File: config.mk
export PLATFORM = sky130hd
export DESIGN_NAME = ppu_ctrl
export DESIGN_NICKNAME = d
export VERILOG_FILES = /design/src/design/ppu_pkg.sv /design/src/design/ppu_ctrl.sv
export SDC_FILE = /design/constraint.sdc
export NUM_CORES = 1
export LEC_CHECK = 0
export BUFFER_PORTS_ARGS = -buffer_cell sky130_fd_sc_hd__clkbuf_2
export CORE_UTILIZATION = 30
export CTS_CLUSTER_DIAMETER = 30
export CTS_CLUSTER_SIZE = 24
export DETAILED_ROUTE_END_ITERATION = 8
export PLACE_DENSITY = 0.48
export SKIP_CTS_REPAIR_TIMING = 1
export SLEW_MARGIN = 20
export SYNTH_ARGS = -nofsm -noshare
export SYNTH_HDL_FRONTEND = slang
export SYNTH_SLANG_ARGS = --single-unit
File: constraint.sdc
create_clock -name clk -period 1.9 [get_ports clk]
set_input_delay 0.095 -clock clk [delete_from_list [all_inputs] [get_ports clk]]
set_output_delay 0.095 -clock clk [all_outputs]
set_load 0.02 [all_outputs]
File: src/design/ppu_pkg.sv
// Shared types and constants for the perspective projection unit.
// No dependencies.
`timescale 1ns / 1ps
package ppu_pkg;
  localparam int unsigned CoordW = 32;
  localparam int unsigned DimW = 14;
  localparam int unsigned NumW = 61;
  localparam int unsigned DivSteps = 61;
  localparam logic signed [31:0] WThresh = 32'sd65;
  localparam logic [DimW-1:0] WidthReset = 14'd1920;
  localparam logic [DimW-1:0] HeightReset = 14'd1080;

  typedef enum logic [3:0] {
    OP_NONE, OP_LOAD, OP_MUL, OP_ACC, OP_CLIP, OP_HMUL, OP_HACC, OP_DIVINIT, OP_DIVSTEP,
    OP_DIVFIN, OP_OUT
  } dp_op_t;

  typedef struct packed {
    dp_op_t     op;
    logic [1:0] row;
    logic [1:0] col;
    logic       axis;
  } dp_cmd_t;

  typedef struct packed {
    logic in_front;
  } dp_status_t;
endpackage

File: src/design/ppu_ctrl.sv
// Controller state machine sequencing the projection datapath.
// Depends on ppu_pkg.
`timescale 1ns / 1ps
module ppu_ctrl import ppu_pkg::*; (
  input  logic       clk,
  input  logic       rst,
  input  logic       start,
  input  logic       func,
  input  dp_status_t status,
  output logic       busy,
  output logic       load_en,
  output dp_cmd_t    cmd,
  output logic       done
);
  typedef enum logic [3:0] {
    S_IDLE, S_MUL, S_ACC, S_CLIP, S_HMUL, S_HACC, S_DINIT, S_DSTEP, S_DFIN, S_DONE
  } state_t;

  state_t     state;
  logic [1:0] row, col;
  logic       axis;
  logic [5:0] cnt;

  assign load_en = start && !busy && !func;

  always_comb begin
    cmd.row = row;
    cmd.col = col;
    cmd.axis = axis;
    case (state)
      S_IDLE:  cmd.op = (start && func) ? OP_LOAD : OP_NONE;
      S_MUL:   cmd.op = OP_MUL;
      S_ACC:   cmd.op = OP_ACC;
      S_CLIP:  cmd.op = OP_CLIP;
      S_HMUL:  cmd.op = OP_HMUL;
      S_HACC:  cmd.op = OP_HACC;
      S_DINIT: cmd.op = OP_DIVINIT;
      S_DSTEP: cmd.op = OP_DIVSTEP;
      S_DFIN:  cmd.op = OP_DIVFIN;
      default: cmd.op = OP_NONE;
    endcase
  end

  always_ff @(posedge clk) begin
    if (rst) begin
      state <= S_IDLE;
      busy <= 1'b0;
      done <= 1'b0;
      row <= '0;
      col <= '0;
      axis <= 1'b0;
      cnt <= '0;
    end else begin
      done <= 1'b0;
      case (state)
        S_IDLE: if (start && func) begin
          state <= S_MUL;
          busy <= 1'b1;
          row <= '0;
          col <= '0;
          axis <= 1'b0;
        end
        S_MUL: state <= S_ACC;
        S_ACC: begin
          if (row == 2'd2) state <= S_CLIP;
          else begin
            row <= row + 2'd1;
            state <= S_MUL;
          end
        end
        S_CLIP: begin
          row <= '0;
          if (col == 2'd3) state <= S_HMUL;
          else begin
            // skip column two, z is not used
            col <= (col == 2'd1) ? 2'd3 : col + 2'd1;
            state <= S_MUL;
          end
        end
        S_HMUL: state <= status.in_front ? S_HACC : S_DFIN;
        S_HACC: state <= S_DINIT;
        S_DINIT: begin
          cnt <= 6'(DivSteps - 1);
          state <= S_DSTEP;
        end
        S_DSTEP: begin
          if (cnt == '0) state <= S_DFIN;
          else cnt <= cnt - 6'd1;
        end
        S_DFIN: begin
          if (axis) state <= S_DONE;
          else begin
            axis <= 1'b1;
            state <= S_HMUL;
          end
        end
        S_DONE: begin
          done <= 1'b1;
          busy <= 1'b0;
          state <= S_IDLE;
        end
        default: state <= S_IDLE;
      endcase
    end
  end
endmodule

==> results of run 1 <==
==> metrics by stage <==
stage               utilization [%]  instance area [um^2]  worst slack [ps]  total power, mW
floorplan                         -                  1090               398            0.602
global placement               35.8                  1220               322            0.675
detailed placement             35.8                  1220               262            0.675
CTS                            36.6                  1250               121            0.880
global route                   36.7                  1250              2.54            0.927
finish                         36.7                  1250               129            0.869
==> cells by family (layout without fill, tap and decap cells) <==
family	count (synthesis)	count (layout)	share of synthesized area [%]
multiplexers	6	6	5.83
AND/OR/NAND/NOR	55	55	31.2
AO/OA/AOI/OAI	34	34	18.6
XOR/XNOR	2	2	1.60
buffers and inverters	16	32	7.09
flip-flops	17	17	31.1
adder cells (fa/ha/maj)	4	4	4.57
==> flip-flops by register name, indices dropped and copies added (netlist names) <==
name   flops
axis       1
row        2
state      4
done       1
busy       1
cnt        6
col        2
==> Yosys cell counts, types with 2 or more instances <==
cell type / number / share of area, %
nand2_1: 13 / 4.5
ha_1: 4 / 4.6
or3_1: 3 / 1.7
a21oi_1: 20 / 9.1
mux2_1: 3 / 3.1
dfxtp_1: 17 / 31
clkbuf_1: 2 / 0.69
nor3b_1: 2 / 1.4
mux2i_1: 3 / 2.7
nand3b_1: 2 / 1.4
nand2b_1: 5 / 2.9
o21ai_0: 3 / 1.4
inv_1: 6 / 2.1
nor2_1: 10 / 3.4
o21ai_1: 2 / 0.91
and3b_1: 2 / 1.6
nor4_1: 4 / 2.3
buf_2: 5 / 2.3
==> tightest hold or removal path, delay by kind of cell <==
family / cells / cell delay [ps]
AO/OA/AOI/OAI: 1 / 70
buffers and inverters: 1 / 100
AND/OR/NAND/NOR: 3 / 180
==> power by group through the flow <==
stage          registers, mW  clock network, mW  logic (mW)
5_1_grt                0.404              0.225       0.297
6_report               0.398              0.202       0.268
2_1_floorplan          0.411                  0       0.191
3_3_place_gp           0.406                  0       0.269
3_5_place_dp           0.407                  0       0.268
4_1_cts                0.399              0.211       0.270
==> metal layers <==
metal	vias to the layer above	share of wire, %
met2	14	49
met5	-	0
met3	4	2.4
met1	454	47
met4	0	1.7
li1	510	-
==> cell usage in the layout, fill, tap and decap left out, types with 2 or more instances in the layout <==
cell type / count
clkbuf_4: 3
nor4_1: 4
nor2_1: 9
nand3b_1: 2
nand2_1: 13
nand2b_1: 5
o21ai_0: 3
a21oi_1: 20
clkbuf_2: 16
ha_1: 4
and3b_1: 2
o21ai_1: 2
or3_1: 3
dfxtp_1: 17
inv_1: 6
buf_4: 6
mux2i_1: 3
mux2_1: 3
nor3b_1: 2
==> final cells by class <==
cell class                 instances  area [um^2]  area share, %
sequential                        17          340           27.2
clock buffer                       3         22.5           1.80
timing repair buffer              22          125           9.99
inverter                           6         22.5           1.80
clock inverter                     1         5.00          0.400
multi-input combinational        101          679           54.2
tap                               46         57.6           4.60
==> how the worst max path moves through the flow <==
stage / from / endpoint / cells past startpoint
6_report: state[3] / cmd[5] / 5
5_1_grt: state[3] / cmd[5] / 5
4_1_cts: state[3] / cmd[5] / 5
3_5_place_dp: cnt[0] / cnt[1] / 6
3_3_place_gp: cnt[0] / cnt[1] / 6
2_1_floorplan: cnt[0] / cnt[1] / 6
==> results_dict.tcl, run 1 <==
set metrics [dict create \
    async_reset_ff_share_pct 0 \
    yosysUniqueCellTypes 46 \
    routed_via_density 5.01 \
    relSlewSlack_pct 74.2 \
    powerDensity_mw_per_mm2 694 \
    worstSetupEndpointType "output pin" \
    use_met1_pct 16.7 \
    rows 21 \
    reg2reg_from "cnt[0]" \
    crit_path_max_incr_delay_ps 490 \
    die_w_um 62.4 \
    ir_worst_vdd_mv 0.215 \
    worst_pin_slew_ps 386 \
    worstSetupStartpointType "flip-flop" \
    synth_edf_count 0 \
    synth_nets 143 \
    pwr-share-seq_pct 45.9 \
    fin_crit_ps 1770 \
    wl_per_cell_um 12.0 \
    drtIter0Drc 32 \
    grt_overflow_total 0 \
    clk_latency_ps 300 \
    ant_nets 0 \
    pwr-share-comb_pct 30.9 \
    hold_violations 0 \
    dieArea_mm2 0.00390 \
    hold_depth 5 \
    tns_ps 0 \
    final_nets 160 \
    routed_wirelength_um 2360 \
    status "finished, final reports clean" \
    fin_worst_skew_ps 3.36 \
    dpl.hpwl_um 1800 \
    path_clk_slew_ps 110 \
    crit_buf_inv 2 \
    p_int_mw 0.566 \
    antennaDiodeCount 0 \
    p_leak_nw 0.506 \
    grt_max_degree 19 \
    cp_cell_sequence "buf_4, a21oi_1, mux2_1, nor2_1, clkbuf_2" \
    slowest_stage "dfxtp_1" \
    place.gp.congestion 0.825 \
    slew_viol_final 0 \
    rrSetupSlack_ps 230 \
    path_max_fanout 12 \
    hold_path.class "in -> reg" \
    globalRouteTotalUtil_pct 13.0 \
    io_pins 17 \
    maxCapViolations 0 \
    n_fill_cell 376 \
    whs_ps 185 \
    core_area_mm2 0.00342 \
    cts.sinks 17 \
    syn2layout_area_growth_pct 14.4 \
    grt_pass1_wl_um 4100 \
    crit_type "reg -> out" \
    clkPwrFrac_pct 23.3 \
    period_share_pct 93.2 \
    cts_tree "built" \
    cts_buffers 3 \
    yosysWarnings 0 \
    grt-busiest-layer "met2" \
    cp.arrival_ps 1680 \
    port-buffer-count 16 \
    antenna_found_initial 0 \
    layout-drive-gt1-share_pct 21.3 \
    vias 982 \
    rsz0062_at_grt "no" \
    timing.fmax_mhz 565 \
    die_y_um 62.4 \
    post-route-drc-count 0 \
    cts_buffer_depth 2 \
    synthCells 134 \
    switching_share_pct 34.8 \
    clockRootBuffer "clkbuf_4" \
    globalRouteMet3Util_pct 1.64 \
    setup_violations 0 \
    placed_cells 192 \
    cp.required_ps 1800 \
    synth_area_mm2 0.00109 \
    start_util_pct 32.1 \
    cts-htree-levels 1 \
    min_to "state[2]" \
    drt_pass1_iterations 4 \
    ys_seq_area_share_pct 31.1 \
    grtUsageMet2_pct 21.7 \
    syn-mean-instance-area_um2 8.17 \
    grt_pass1_vias 921 \
    holdCritStartpoint "status" \
    final_cells 196 \
    synth_seq_cells 17 \
    r2r_end "cnt[1]" \
    synthFlopType "dfxtp_1" \
    r2r_cells 6 \
    cp_top_family "flip-flops" \
    p_sw_mw 0.303 \
]
(Power assumes the default switching activity.)
==> inputs of run 2 (changes only) <==
- ABC_AREA: unset -> 1
- HOLD_SLACK_MARGIN: unset -> 0.12
- clock period: 1.9 -> 1.8 ns (I/O delays scaled with it)
==> results_dict.tcl, run 2 <==
set metrics [dict create \
    whs_ps 141 \
    routed_via_density 4.95 \
    rsz0062_at_grt "no" \
    top_register "cnt" \
    maxCapViolations 0 \
    grtUsageMet2_pct 26.7 \
    synth_edf_count 0 \
    cts-htree-levels 1 \
    startpoint "state[3]" \
    async_reset_ff_share_pct 0 \
    globalRouteTotalUtil_pct 15.5 \
    timing.fmax_mhz 612 \
    mostFrequentLayoutCell "nand2_1" \
    start_util_pct 32.4 \
    layout_common_cells "31 x nand2_1, 21 x nor2_1, 17 x nand3_1, 17 x dfxtp_1" \
    yosysWarnings 0 \
    reg2reg_from "state[2]" \
    setup_violations 0 \
    synth_nets 159 \
    routed_wirelength_um 2530 \
    crit_path_max_incr_delay_ps 490 \
    top_regs "cnt x6, state x4" \
    syn2layout_area_growth_pct 14.7 \
    io_pins 17 \
    relSlewSlack_pct 79.9 \
    slowest_stage "dfxtp_1" \
    worst_pin_slew_ps 298 \
    synth_commonest_cells "31 x nand2_1, 21 x nor2_1, 17 x dfxtp_1, 17 x nand3_1, 16 x inv_1" \
    synth_area_mm2 0.00102 \
    synthCells 150 \
    synth_seq_cells 17 \
    fin_worst_skew_ps 10.7 \
    fin_crit_ps 1630 \
    wl_per_cell_um 11.9 \
    path_max_fanout 5 \
    grt_overflow_total 0 \
    syn-mean-instance-area_um2 6.81 \
    cts_tree "built" \
    die_w_um 60.4 \
    slew_viol_final 0 \
    worstSetupStartpointType "flip-flop" \
    crit_type "reg -> out" \
    status "finished, final reports clean" \
    antennaDiodeCount 0 \
    ir_worst_vdd_mv 0.292 \
    largest_reg_flops 6 \
    hold_path.class "in -> reg" \
    port-buffer-count 16 \
    use_met1_pct 19.4 \
    die_y_um 60.4 \
    grt_max_degree 15 \
    ys_seq_area_share_pct 33.3 \
    drt_pass1_iterations 4 \
    cts_buffers 3 \
    hold_violations 0 \
    cts_buffer_depth 2 \
    core_area_mm2 0.00315 \
    yosysMostFrequentCell "nand2_1" \
    grt_pass1_vias 924 \
    path_clk_slew_ps 110 \
    powerDensity_mw_per_mm2 640 \
    holdCritStartpoint "rst" \
    grt-busiest-layer "met2" \
    drtIter0Drc 73 \
    synth_top_area_share_pct 33.3 \
    netlist_top_cells_area "dfxtp_1 33%, nand2_1 11%, nand3_1 8.3%, nor2_1 7.7%, a21oi_1 5.9%" \
    cp.arrival_ps 1540 \
    p_leak_nw 0.574 \
    antenna_found_initial 0 \
    layout-drive-gt1-share_pct 19.0 \
    clk_latency_ps 300 \
    synthFlopType "dfxtp_1" \
    yosysTopAreaCell "dfxtp_1" \
    rows 20 \
    dieArea_mm2 0.00365 \
    tns_ps 0 \
    worstSetupEndpointType "output pin" \
    ant_nets 0 \
    yosysUniqueCellTypes 24 \
    place.gp.congestion 0.870 \
    cp_cell_sequence "inv_1, nor2_1, nand2_1, nand4_1, clkbuf_2" \
    post-route-drc-count 0 \
    cp.required_ps 1710 \
    grt_pass1_wl_um 4130 \
    dpl.hpwl_um 1990 \
    clockRootBuffer "clkbuf_4" \
    cts.sinks 17 \
    period_share_pct 90.8 \
    vias 1049 \
    globalRouteMet3Util_pct 3.84 \
    final_nets 178 \
]
-- run 2: changes by cell type in the layout (fill, tap and decap cells not counted), moves of 8 or more --
cell	before	now
nand2_1	13	31
nor2_1	9	21
inv_1	6	16
nand3_1	1	17
a21oi_1	20	12
-- run 2: metal layers --
| layer | share of wire, % | vias up |
|---|---|---|
| met1 | 48 | 493 |
| li1 | - | 534 |
| met2 | 49 | 20 |
| met4 | 0.83 | 0 |
| met3 | 3.1 | 2 |
| met5 | 0 | - |
-- run 2: path summary, 6_finish.rpt --
path / end / slack, ps / cells after the start
max reg2reg: cnt[0] / 350 / 9
min: cnt[2] / 140 / 2
max: cmd[5] / 170 / 5
min reg2reg: busy / 480 / 2
-- run 2: layout make-up --
cell class                      count  area, um^2
Fill cell                         357        1980
Multi-Input combinational cell    112         599
Sequential cell                    17         340
Timing Repair Buffer               16        80.1
Inverter                           19        71.3
Tap cell                           44        55.1
Clock buffer                        4        26.3
-- run 2: critical path: cells and delay by family, from the launching register on --
kind | cells | cell delay, ps
buf+inv | 2 | 260
flops | 1 | 490
simple gates | 3 | 500
-- run 2: power breakdown --
group	internal (mW)	switching, mW
sequential	0.387	0.0121
combinational	0.0430	0.0943
clock	0.0861	0.128
total	0.516	0.235
-- run 2: logic make-up after synthesis --
kind of cell	count (synthesis)	synth area share [%]
flops	17	33.3
compound gates	21	11.4
buf+inv	21	8.08
simple gates	86	41.5
fa+ha+maj	4	4.90
xor+xnor	1	0.857
-- run 2: metrics by stage --
| stage | instance area (um^2) | std cells | utilization [%] | setup slack [ps] | power [mW] |
|---|---|---|---|---|---|
| 2_1_floorplan | 1020 | 150 | - | 552 | 0.503 |
| 3_3_place_gp | 1150 | 208 | 36.3 | 382 | 0.544 |
| 3_5_place_dp | 1150 | 208 | 36.3 | 349 | 0.545 |
| 4_1_cts | 1170 | 212 | 37.2 | 137 | 0.764 |
| 5_1_grt | 1170 | 212 | 37.2 | 19.6 | 0.795 |
| 6_report | 1170 | 212 | 37.2 | 166 | 0.751 |
==> inputs of run 3 (changes only) <==
- BUFFER_PORTS_ARGS: -buffer_cell sky130_fd_sc_hd__clkbuf_2 -> -buffer_cell sky130_fd_sc_hd__buf_2
==> results_dict.tcl, run 3 (same netlist as run 2, synthesis figures left out) <==
set metrics [dict create \
    status "finished, final reports clean" \
    reg2reg_from "state[2]" \
    fin_worst_skew_ps 9.42 \
    pwr-share-seq_pct 52.7 \
    port-buffer-count 16 \
    grt_overflow_total 0 \
    r2r_end "cnt[0]" \
    path_clk_slew_ps 110 \
    top_register "cnt" \
    slew_viol_final 0 \
    hold_violations 0 \
    placed_cells 208 \
    r2r_cells 9 \
    cts_buffer_depth 2 \
    cp_common_cell "inv_2" \
    path_depth 7 \
    wl_per_cell_um 11.8 \
    rsz0062_at_grt "no" \
    dp_slack_ps 363 \
    final_nets 178 \
    cp_top_family "flip-flops" \
    mostFrequentLayoutCell "nand2_1" \
    cp.required_ps 1710 \
    globalRouteTotalUtil_pct 16.0 \
    cp.arrival_ps 1550 \
    syn2layout_area_growth_pct 14.7 \
    slowest_stage "dfxtp_1" \
    whs_ps 132 \
    crit_type "reg -> out" \
    cp-endpoint "cmd[8]" \
    drt_pass1_iterations 4 \
    worstSetupEndpointType "output pin" \
    post-route-util_pct 37.2 \
    top_regs "cnt x6, state x4" \
    grtUsageMet2_pct 28.3 \
    postPlaceCellArea_mm2 0.00115 \
    ant_nets 0 \
    cp_cell_sequence "inv_2, nor2_4, inv_2, nor2_8, inv_1, nand2_1, buf_2" \
    crit_path_max_incr_delay_ps 440 \
    setup_violations 0 \
    grt_pass1_vias 993 \
    path_max_fanout 8 \
    p_total_mw 0.755 \
    dieArea_mm2 0.00365 \
    clk_latency_ps 300 \
    io_pins 17 \
    worstSetupStartpointType "flip-flop" \
    hold_path.class "in -> reg" \
    maxCapViolations 0 \
    grt_max_degree 15 \
    p_leak_nw 0.582 \
    antennaDiodeCount 0 \
    clockRootBuffer "clkbuf_4" \
    rrSetupSlack_ps 340 \
    grt-busiest-layer "met2" \
    clkPwrFrac_pct 29.2 \
    grt_pass1_wl_um 4260 \
    layout_common_cells "31 x nand2_1, 21 x nor2_1, 17 x nand3_1, 17 x dfxtp_1" \
    fin_crit_ps 1640 \
    layout-drive-gt1-share_pct 19.0 \
    cts_buffers 3 \
    cts.sinks 17 \
    worst_pin_slew_ps 297 \
    p_sw_mw 0.239 \
    globalRouteMet3Util_pct 4.48 \
    largest_reg_flops 6 \
    start_util_pct 32.4 \
    period_share_pct 91.0 \
    p_int_mw 0.517 \
    cts-htree-levels 1 \
    rows 20 \
    switching_share_pct 31.6 \
    use_met1_pct 19.3 \
    cts_tree "built" \
    fin_area_mm2 0.00117 \
    antenna_found_initial 0 \
    dpl.hpwl_um 1960 \
    startpoint "state[2]" \
    final_cells 212 \
    ir_worst_vdd_mv 0.293 \
    routed_via_density 4.84 \
    vias 1026 \
    relSlewSlack_pct 80.1 \
    crit_buf_inv 4 \
    fin_ws_ps 163 \
    timing.fmax_mhz 611 \
    drtIter0Drc 71 \
    die_y_um 60.4 \
    place.gp.congestion 0.826 \
    die_w_um 60.4 \
    post-route-drc-count 0 \
    pwr-share-comb_pct 18.1 \
    core_area_mm2 0.00315 \
    routed_wirelength_um 2490 \
    tns_ps 0 \
    powerDensity_mw_per_mm2 644 \
]
-- run 3: changes by cell type in the layout (fill, tap and decap cells not counted) --
| cell | delta |
|---|---|
| buf_2 | +16 |
| clkbuf_2 | -16 |
-- run 3: area by class of cell --
cell class | count | area, um^2
Inverter | 19 | 71.3
Fill cell | 367 | 1980
Clock buffer | 4 | 26.3
Tap cell | 44 | 55.1
Multi-Input combinational cell | 112 | 599
Sequential cell | 17 | 340
Timing Repair Buffer | 16 | 80.1
-- run 3: worst register-to-register path, stage by stage (launching register included) --
cell and delay [ps]:
dfxtp_1 440, inv_2 70, nor2_4 150, inv_2 90, nor2_8 160, nand2_4 110, nand2_4 120, inv_2 40
a21oi_1 110, nor2_1 60
-- run 3: layer usage --
layer  routed length [um]  vias up  part of all wire, %
li1                     -      525                    -
met1                 1140      476                   46
met2                 1240       23                   50
met3                   97        2                  3.9
met4                   12        0                 0.48
met5                    0        -                    0
-- run 3: power groups by stage --
stage | clock (mW) | combinational [mW] | sequential, mW
2_1_floorplan | 0 | 0.0896 | 0.414
3_3_place_gp | 0 | 0.138 | 0.406
3_5_place_dp | 0 | 0.137 | 0.407
4_1_cts | 0.225 | 0.138 | 0.398
5_1_grt | 0.243 | 0.155 | 0.400
6_report | 0.221 | 0.137 | 0.398
-- run 3: how the worst min path moves through the flow --
stage	start	end	slack, ps	cells past startpoint
finish	rst	done	130	2
CTS	rst	done	140	2
detailed placement	func	load_en	440	3
global placement	func	load_en	440	3
global route	rst	cnt[2]	130	2
floorplan	rst	state[0]	160	1
